--- src/rtl/core/mlfq_pkg.sv ---
// Shared types and constants of the multilevel feedback queue scheduler.
`timescale 1ns / 1ps
package mlfq_pkg;

  localparam int ID_BITS          = 8;
  localparam int TIME_BITS        = 16;
  localparam int MODE_W           = 2;
  localparam int NUM_LEVELS_W     = 3;
  localparam int RUN_LEVEL_W      = 3;
  localparam int MAX_LEVELS_DEF   = 8;
  localparam int LEVEL_DEPTH_DEF  = 16;

  localparam logic [NUM_LEVELS_W-1:0] NUM_LEVELS_RST = 3'd3;

  localparam logic [MODE_W-1:0] MODE_INSERT = 2'd0;
  localparam logic [MODE_W-1:0] MODE_SELECT = 2'd1;
  localparam logic [MODE_W-1:0] MODE_CHECK  = 2'd2;

  typedef enum logic [1:0] {
    OP_INSERT,
    OP_SELECT,
    OP_CHECK,
    OP_NOP
  } op_e;

  typedef enum logic {
    ST_IDLE,
    ST_READ
  } be_state_e;

  typedef struct packed {
    logic [MODE_W-1:0]    mode;
    logic                 new_process;
    logic [ID_BITS-1:0]   task_id;
    logic [TIME_BITS-1:0] service_total;
    logic [TIME_BITS-1:0] service_done;
    logic [TIME_BITS-1:0] elapsed_ticks;
  } in_word_t;

  typedef struct packed {
    logic                   granted;
    logic [ID_BITS-1:0]     out_task_id;
    logic [TIME_BITS-1:0]   out_service_total;
    logic [TIME_BITS-1:0]   out_service_done;
    logic                   keep_running;
    logic [RUN_LEVEL_W-1:0] run_level;
    logic                   queue_error;
    logic                   none_waiting;
  } out_word_t;

  typedef struct packed {
    logic [ID_BITS-1:0]   task_id;
    logic [TIME_BITS-1:0] service_total;
    logic [TIME_BITS-1:0] service_done;
  } entry_t;

  typedef struct packed {
    op_e                  op;
    logic                 is_new;
    logic [ID_BITS-1:0]   task_id;
    logic [TIME_BITS-1:0] service_total;
    logic [TIME_BITS-1:0] service_done;
    logic [TIME_BITS-1:0] elapsed_ticks;
    logic                 finished;
  } cmd_t;

endpackage

--- src/rtl/core/mlfq_front.sv ---
// Front end: accepts input words, decodes them and buffers commands in a two-entry queue.
`timescale 1ns / 1ps
module mlfq_front (
  input  logic               clk_i,
  input  logic               rst_ni,
  input  logic               in_valid_i,
  output logic               in_ready_o,
  input  mlfq_pkg::in_word_t in_word_i,
  output logic               cmd_valid_o,
  input  logic               cmd_ready_i,
  output mlfq_pkg::cmd_t     cmd_o
);
  import mlfq_pkg::*;

  cmd_t        cmd_new;
  cmd_t        slot_q [2];
  logic        wr_ptr_q, wr_ptr_d;
  logic        rd_ptr_q, rd_ptr_d;
  logic [1:0]  count_q, count_d;
  logic        push, pop;

  always_comb begin
    cmd_new.is_new        = in_word_i.new_process;
    cmd_new.task_id       = in_word_i.task_id;
    cmd_new.service_total = in_word_i.service_total;
    cmd_new.service_done  = in_word_i.service_done;
    cmd_new.elapsed_ticks = in_word_i.elapsed_ticks;
    // finished when done + elapsed reaches total, full-width sum
    cmd_new.finished = ({1'b0, in_word_i.service_done} + {1'b0, in_word_i.elapsed_ticks})
                       >= {1'b0, in_word_i.service_total};
    unique case (in_word_i.mode)
      MODE_INSERT: cmd_new.op = OP_INSERT;
      MODE_SELECT: cmd_new.op = OP_SELECT;
      MODE_CHECK:  cmd_new.op = OP_CHECK;
      default:     cmd_new.op = OP_NOP;
    endcase
  end

  assign in_ready_o  = (count_q != 2'd2);
  assign cmd_valid_o = (count_q != 2'd0);
  assign cmd_o       = slot_q[rd_ptr_q];
  assign push        = in_valid_i && in_ready_o;
  assign pop         = cmd_valid_o && cmd_ready_i;

  always_comb begin
    wr_ptr_d = push ? ~wr_ptr_q : wr_ptr_q;
    rd_ptr_d = pop ? ~rd_ptr_q : rd_ptr_q;
    count_d  = count_q;
    if (push && !pop) begin
      count_d = count_q + 2'd1;
    end else if (pop && !push) begin
      count_d = count_q - 2'd1;
    end
  end

  always_ff @(posedge clk_i or negedge rst_ni) begin
    if (!rst_ni) begin
      wr_ptr_q <= 1'b0;
      rd_ptr_q <= 1'b0;
      count_q  <= 2'd0;
    end else begin
      wr_ptr_q <= wr_ptr_d;
      rd_ptr_q <= rd_ptr_d;
      count_q  <= count_d;
    end
  end

  always_ff @(posedge clk_i) begin
    if (push) begin
      slot_q[wr_ptr_q] <= cmd_new;
    end
  end

endmodule

--- config.mk ---
export PLATFORM = sky130hd
export DESIGN_NAME = mlfq_front
export DESIGN_NICKNAME = d
export VERILOG_FILES = /design/src/rtl/core/mlfq_pkg.sv /design/src/rtl/core/mlfq_front.sv
export SDC_FILE = /design/constraint.sdc
export NUM_CORES = 1
export LEC_CHECK = 0
export BUFFER_PORTS_ARGS = -buffer_cell sky130_fd_sc_hd__buf_2
export CAP_MARGIN = 20
export CORE_ASPECT_RATIO = 0.6
export CORE_MARGIN = 1
export CORE_UTILIZATION = 40
export DETAILED_ROUTE_END_ITERATION = 10
export GPL_TIMING_DRIVEN = 1
export SLEW_MARGIN = 20
export SYNTH_ARGS = -nofsm -noshare
export SYNTH_HDL_FRONTEND = slang
export SYNTH_SLANG_ARGS = --single-unit
export TNS_END_PERCENT = 5
--- constraint.sdc ---
create_clock -name clk_i -period 3.5 [get_ports clk_i]
set_input_delay 0.7 -clock clk_i [delete_from_list [all_inputs] [get_ports clk_i]]
set_output_delay 0.7 -clock clk_i [all_outputs]
set_load 0.05 [all_outputs]
Yosys cells after proc, flatten, opt, wreduce, memory -nomap -nowiden
Memories as Yosys holds them, arrays and structs flattened.
Index checks and enable logic that the tools add are counted.
{"block": "word_totals", "ff_bits": 4, "n_memories": 1, "word_cells": 27, "ramBits": 120}
{"name": "slot_q", "words": 2, "width": 60, "read_ports": 1, "rd_ports_with_merged_regs": 0, "write_ports": 1, "line": "mlfq_front.sv:16", "rtl": "cmd_t slot_q [2];"}
{"block": "op_classes", "magnitude_cmp": 1, "mux": 5, "n_eq_ne": 3, "bitwise": 2, "addsub": 3, "reduce_logical": 9}
{"operator": "16-bit by 16-bit adder with 17-bit output", "n": 1}
{"operator": "17-bit by 16-bit greater-or-equal comparator with 1-bit output", "n": 1}
{"operator": "2-bit case mux with 3 select lines", "n": 1}
{"operator": "1-bit logical AND", "n": 4}
{"operator": "2-bit 2-to-1 mux", "n": 2}
{"operator": "2-bit nonzero test", "n": 2}
{"operator": "2-bit by 1-bit adder with 2-bit output, second input constant", "n": 1}
{"operator": "2-bit by 1-bit equality test with 1-bit output, second input constant", "n": 1}
{"operator": "2-bit equality test, second input constant", "n": 1}
{"operator": "1-bit zero test", "n": 2}
{"operator": "2-bit zero test", "n": 1}
{"operator": "1-bit 2-to-1 mux", "n": 2}
{"operator": "2-bit != test, second input constant", "n": 1}
{"operator": "1-bit inverter", "n": 2}
{"operator": "2-bit by 1-bit subtractor with 2-bit output, second input constant", "n": 1}

Longest topological paths before layout
Gate-level depths: netlist of run 1.
{"block": "logic_depth", "ltp_word": 6, "mapped_depth": 14}

Worst setup path after synthesis of run 1
Ideal clock, no wire load.
{"block": "synth_path", "path_type": "register -> register", "start": "register count_q[0]", "end": "memory slot_q[0][0] in the netlist's numbering (enable)", "arrival_time_ps": 3581, "stages_incl_launch_ff": 4, "slack_ps": -560, "required_ps": 3022, "cell_sequence": "dfrtp_1 -> nand2b_1 -> nand2_1 -> nor2_1"}
{"block": "synth_between", "elab_chain_cells": 4}
{"item": "start: declaration", "line": "mlfq_front.sv:19", "rtl": "logic [1:0] count_q, count_d;"}
{"item": "start signal: assignment", "line": "mlfq_front.sv:64", "rtl": "count_q <= count_d;"}
{"item": "2-bit != test", "line": "mlfq_front.sv:39", "rtl": "assign in_ready_o = (count_q != 2'd2);"}
{"item": "via in_ready_o", "line": "mlfq_front.sv:7", "rtl": "output logic in_ready_o,"}
{"item": "1-bit logical AND", "line": "mlfq_front.sv:42", "rtl": "assign push = in_valid_i && in_ready_o;"}
{"item": "1-bit 2-to-1 mux", "line": "mlfq_front.sv:69", "rtl": "if (push) begin"}
{"item": "1-bit 2-to-1 mux (implied by the code)", "line": "mlfq_front.sv:70", "rtl": "slot_q[wr_ptr_q] <= cmd_new;"}
{"item": "end: declaration", "line": "mlfq_front.sv:16"}
The timed path passes the listed nets, and every way through them passes these cells.

==> run metrics, run 1 <==
largest net degree at the start of global routing 45; IO Pins approximately 130; LEAKAGE 0.00295 µW; post-synthesis cell type count 38; Slowest-stage cell, CP ha_1; post-synthesis net count 460; Ys Warns 0; Detailed Route Iter0 Violations around 120; Die Ht ~94 µm; FF+latch count, synth 124; Final period util 94.7%; total track usage between 10% and 20%; Filler cells 1,186; Core Box Area 13,700 µm²; CP Launch Type primary input; worst path required time 3.63 ns; Worst-path clk slew 0.06 ns; clk buf depth 2; status complete, no violations; TritonCTS Buffers 17; commonest cells after routing, fill and taps aside 124 x buf_2, 120 x edfxtp_1, 60 x mux2_2; Final Hold Viols 0; Placement Rows 33; Top delay family on crit path compound AO/OA/AOI/OAI gates; Slew headroom a little under half; most used routing layer met2; global-route wire length before repair 18.3 mm; Critical Path Sink Type register; RSZ-0062 raised after global routing false; number of remaining DRC errors 0; worst path cell trace buf_2 > ha_1 > inv_1 > fa_1 > nor2b_4 > o31a_1 > a211oi_2 > a31oi_1 > xor2_1 > ha_1 > o21a_1 > o21ai_1 > nor2_1 > a221oi_1 > o211ai_1; Hold-fix buffers, CTS 0; GR Layer Usage met3 approximately 4.8%; CP max FO 3; cell taking the most area after synthesis edfxtp_1; total congestion overflow 0; CTS tree done; max-slew violations 0; minimum clock period 3.31 ns; Root Buffer clkbuf_16; # diodes 0; cell area after synthesis about 5700 µm²; Max Freq 302 MHz; Final Routed Wirelength 11.7 mm; via count 3,506; Port Buffers 124; dpl cells between 600 and 700; Multi-input gate area 1860 µm²; top cells by area, synth edfxtp_1 63%, mux2_2 12%, ha_1 7.3%; Crit Path Class primary input to register; GRT met1 Usage 24.0%; final worst clock skew 0.00920 ns; RD Place Congestion 0.803; Max VDD drop 0.000436 V; Post-Syn Instances 363; arrival time at the worst endpoint 3.44 ns; Syn-to-layout area delta 29.7%; worst-skew pair later-pin latency 0.41 ns; share of post-route cells with drive strength above 1 a little under half; worst path buffer plus inverter count 2; die width 156 µm; Non-Filler Instances 721; worst-margin pin slew 0.791 ns; Initial DRT Pass Iterations 4; Cell Pwr Density 926 nW/µm²; Final setup viols 0; initial antenna violation count 0; Resize count post-CTS 0; Hold Path Class primary input to asynchronous set/reset pin; htree depth 4; register area share after synthesis 65.2%; Starting Density ~41%; Avg Cell Area, Syn between 15 and 20 µm²; Max Cap Viol 0; most frequent CP cell ha_1; top-area cell type share of the netlist area 63.5%; nets@finish 613; CTS Sinks 124; ANT nets after route 0; Max stage delay on crit path 0.29 ns; via/cell ratio 4.86; die area 14,700 µm²; routed len/inst 16.2 µm; met2 Usage GRT between 20% and 30%; buffer count from post-CTS setup fixing 0; most common cell after layout, fill and taps aside buf_2; vias in the first global route 3,495; worst hold margin just over 0.09 ns; HPWL after DPL about 8 mm; register area 3700 µm²
Yosys cell counts:
library cell and n:
o21ai_1 4, a41oi_1 1, nand3_1 3, buf_2 6, a211oi_2 3, and3_1 2, a31o_1 2, ha_1 33
dfrtp_1 4, o31a_1 1, o211ai_1 3, a221oi_1 1, nor4_1 1, nand2_1 8, or2_2 1, o311ai_1 1
mux2_2 60, nand4_1 3, edfxtp_1 120, xor2_1 5, a21oi_1 14, a211oi_1 5, o21ai_0 6, nand2b_1 3
a2111oi_0 1, nor3_1 1, a311oi_1 1, fa_1 1, clkbuf_1 4, xnor2_1 12, nor2b_4 1, nor2_1 13
inv_1 22, a211o_1 2, o21a_1 6, a21o_1 6, a31oi_1 2, o21bai_1 1
stage by stage:
step                      TNS, ns  utilization [%]  total power, µW  cell area, µm²  setup WS [ns]
after floorplan                 0                -             4240            5680          0.147
after global routing            0             53.6             7100            7360         0.0117
after detailed placement   -0.325             48.7             4890            6690         -0.162
final                           0             53.6             6820            7360          0.186
after global placement     -0.149             48.7             4850            6690        -0.0743
after CTS                       0             53.6             6890            7360          0.256
layout make-up:
cell class	count	area share, %
clock buffers	19	5.88
clock inverters	13	3.24
inverters	22	1.12
multi-input cells	207	25.2
flip-flops and latches	124	50.3
well taps	192	3.26
repair buffers	144	11.0
sequential cells by signal (all words and copies together), names as in the netlist:
signal,flops
rd_ptr_q,1
count_q,2
slot_q,120
wr_ptr_q,1
worst paths after layout:
kind                               start            end  slack [ns]  cells after the start
max                         in_word_i[0]   slot_q[1][0]        0.19                     15
max reg2reg                   count_q[0]  slot_q[1][18]        1.61                      3
min reg2reg                   count_q[1]     count_q[1]        0.50                      1
min                               rst_ni       wr_ptr_q        0.09                      1
max in group asynchronous         rst_ni       rd_ptr_q        3.26                      1
min in group clk_i         in_word_i[57]  slot_q[0][58]        0.48                      1
metal layers:
layer	share of wire [%]	routed length [µm]	vias to the layer above
met3	5.6	652	8
met4	0.77	90	0
met2	43	5030	113
met5	0	0	-
li1	-	-	1704
met1	51	5920	1681
report_power, final:
group	total, µW	switching [µW]	internal (µW)
Combinational	2670	1870	800
Sequential	2160	128	2030
Clock	1980	642	1340
Total	6820	2640	4180
cells by family (layout without fill, tap and decap cells):
family,count (synthesis),in the layout,share of synthesized area (%)
flip-flops,124,124,65.2
buffers and inverters,32,198,2.25
adder cells (fa/ha/maj),34,34,7.62
multiplexers,60,60,11.9
AO/OA/AOI/OAI,60,60,7.31
AND/OR/NAND/NOR,36,36,3.08
XOR/XNOR,17,17,2.62
(Power assumes the default switching activity.)
==> inputs of run 2 (changes only) <==
--- a/config.mk
+++ b/config.mk
@@ -8,3 +8,2 @@
 export BUFFER_PORTS_ARGS = -buffer_cell sky130_fd_sc_hd__buf_2
-export CAP_MARGIN = 20
 export CORE_ASPECT_RATIO = 0.6
@@ -14,2 +13,3 @@
 export GPL_TIMING_DRIVEN = 1
+export PLACE_DENSITY = 0.74
 export SLEW_MARGIN = 20
--- a/constraint.sdc
+++ b/constraint.sdc
@@ -3,2 +3,2 @@
 set_output_delay 0.7 -clock clk_i [all_outputs]
-set_load 0.05 [all_outputs]
+set_load 0.01 [all_outputs]
==> run metrics, run 2 (synthesized netlist as in run 1, its figures left out) <==
internal power 3960 µW (was 4180 µW); Final setup viols 0 (unchanged); flop2flop setup slack 1.55 ns (was 1.61 ns); worst path buffer plus inverter count 2 (unchanged); Clock Power Share 32.0% (was 29.1%); Cell Area, Placed 6670 µm² (was 6690 µm²); Slew headroom 50.8% (was 47.3%); worst-skew pair later-pin latency 0.41 ns (about the same); die area 14,700 µm² (unchanged); Root Buffer clkbuf_16 (unchanged); HPWL after DPL 8.27 mm (was 8.23 mm); max-slew violations 0 (unchanged); CTS tree done (unchanged); Most flops, register slot_q (unchanged); Crit Path Class primary input to register (unchanged); Placement Rows 33 (unchanged); reg2reg start count_q[0] (unchanged); final instance area 7310 µm² (was 7360 µm²); via/cell ratio 4.89 (was 4.86); CTS Sinks 124 (unchanged); Final Hold Viols 0 (unchanged); vias in the first global route 3,565 (was 3,495); Detailed Route Iter0 Violations 214 (was 119); total track usage 16.8% (was 16.9%); minimum clock period 3.35 ns (was 3.31 ns); Largest regs slot_q (120), count_q (2) (unchanged); worst-margin pin slew 0.736 ns (was 0.791 ns); Die Ht 94.3 µm (unchanged); htree depth 4 (unchanged); M1 WL 5.68 mm (was 5.92 mm); highest routed metal layer met4 (unchanged); setup_tns 0 ns (unchanged); Syn-to-layout area delta 28.7% (was 29.7%); CP max FO 4 (was 3); Max stage delay on crit path 0.33 ns (was 0.29 ns); Max VDD drop 0.000391 V (was 0.000436 V); Final Routed Wirelength 11.7 mm (about the same); CP Launch Type primary input (unchanged); largest net degree at the start of global routing 39 (was 45); die width 156 µm (unchanged); Initial DRT Pass Iterations 5 (was 4); arrival time at the worst endpoint 3.48 ns (was 3.44 ns); RD Place Congestion 0.913 (was 0.803); final worst clock skew 0.00607 ns (was 0.00920 ns); Cell Pwr Density 771 nW/µm² (was 926 nW/µm²); ANT nets after route 0 (unchanged); worst hold margin 0.0846 ns (was 0.0920 ns); commonest cells after routing, fill and taps aside 124 x buf_2, 120 x edfxtp_1, 60 x mux2_2 (unchanged); worst path cell trace buf_2 > ha_1 > inv_1 > fa_1 > nor2b_4 > o31a_1 > a211oi_4 > a31oi_1 > xor2_1 > ha_1 > o21a_1 > o21ai_1 > nor2_1 > a221oi_1 > o211ai_1 (was buf_2 > ha_1 > inv_1 > fa_1 > nor2b_4 > o31a_1 > a211oi_2 > a31oi_1 > xor2_1 > ha_1 > o21a_1 > o21ai_1 > nor2_1 > a221oi_1 > o211ai_1); number of remaining DRC errors 0 (unchanged); most frequent CP cell ha_1 (unchanged); status complete, no violations (unchanged); initial antenna violation count 0 (unchanged); Final period util 95.7% (was 94.7%); routed wl met3 769 µm (was 652 µm); Comb pwr share 29.4% (was 39.2%); Core Box Area 13,700 µm² (unchanged); clk buf depth 2 (unchanged); Max Cap Viol 0 (unchanged); # diodes 0 (unchanged); Worst-path clk slew 0.06 ns (about the same); IO Pins 125 (unchanged); met2 WL 5.11 mm (was 5.03 mm); r2r endpoint slot_q[0][26] (was slot_q[1][18]); nets@finish 613 (unchanged); worst path required time 3.63 ns (about the same); most common cell after layout, fill and taps aside buf_2 (unchanged); share of post-route cells with drive strength above 1 46.3% (was 45.7%); Sw Share 29.8% (was 38.7%); Hold Path Class primary input to asynchronous set/reset pin (unchanged); TritonCTS Buffers 17 (unchanged); Top delay family on crit path compound AO/OA/AOI/OAI gates (unchanged); Sw Pwr 1680 µW (was 2640 µW); Reg power frac 38.6% (was 31.7%); Filler cells 1,145 (was 1,186); via count 3,524 (was 3,506); Port Buffers 124 (unchanged); Max Freq 298 MHz (was 302 MHz); R2R depth 4 (was 3); Starting Density 41.3% (unchanged); CP Depth 15 (unchanged); global-route wire length before repair 18.4 mm (was 18.3 mm); routed len/inst 16.2 µm (about the same); LEAKAGE 0.00292 µW (was 0.00295 µW); Slowest-stage cell, CP a211oi_4 (was ha_1); Critical Path Sink Type register (unchanged); total congestion overflow 0 (unchanged); number of flip-flops in the largest register 120 (unchanged)
[run 2: routing by layer]
layer  vias to the layer above  global-route usage (%)
met2                       122                    26.0
met1                      1674                    22.4
li1                       1712                       -
met5                         -                       0
met3                        16                    5.26
met4                         0                    5.64
[run 2: worst max path at each step]
stage	startpoint	endpoint	slack, ns
2_1_floorplan	in_word_i[0]	slot_q[0][0]	0.15
3_3_place_gp	in_word_i[0]	slot_q[1][0]	-0.15
3_5_place_dp	in_word_i[0]	slot_q[1][0]	-0.30
4_1_cts	in_word_i[0]	slot_q[1][0]	0.12
5_1_grt	in_word_i[0]	slot_q[1][0]	-0.006
6_report	in_word_i[0]	slot_q[1][0]	0.15
[run 2: power groups by stage]
stage | Clock [µW] | Combinational, µW | Sequential, µW
floorplan | 0 | 1100 | 2130
global placement | 0 | 1650 | 2180
detailed placement | 0 | 1670 | 2210
CTS | 1840 | 1680 | 2180
global route | 1910 | 1810 | 2210
finish | 1800 | 1660 | 2170
[run 2: timing repair]
item                                    CTS  global route
endpoints found under the setup margin    0             2
resized for setup                         0             2
buffers inserted                          0             2
hold buffers                              0             0
[run 2: through the flow]
step	setup WS (ns)	cells	util (%)	power, µW
floorplan	0.147	363	-	3240
global placement	-0.149	687	48.5	3840
detailed placement	-0.302	687	48.5	3880
CTS	0.118	719	52.9	5710
global route	-0.00598	721	53.1	5940
finish	0.150	721	53.1	5640
[run 2: cell type report]
type | instances | area [µm²] | share of cell area, %
clock buffers | 17 | 425 | 5.82
clock inverters | 15 | 189 | 2.59
inverters | 22 | 82.6 | 1.13
multi-input cells | 207 | 1870 | 25.6
flip-flops and latches | 124 | 3700 | 50.7
well taps | 192 | 240 | 3.29
repair buffers | 144 | 796 | 10.9
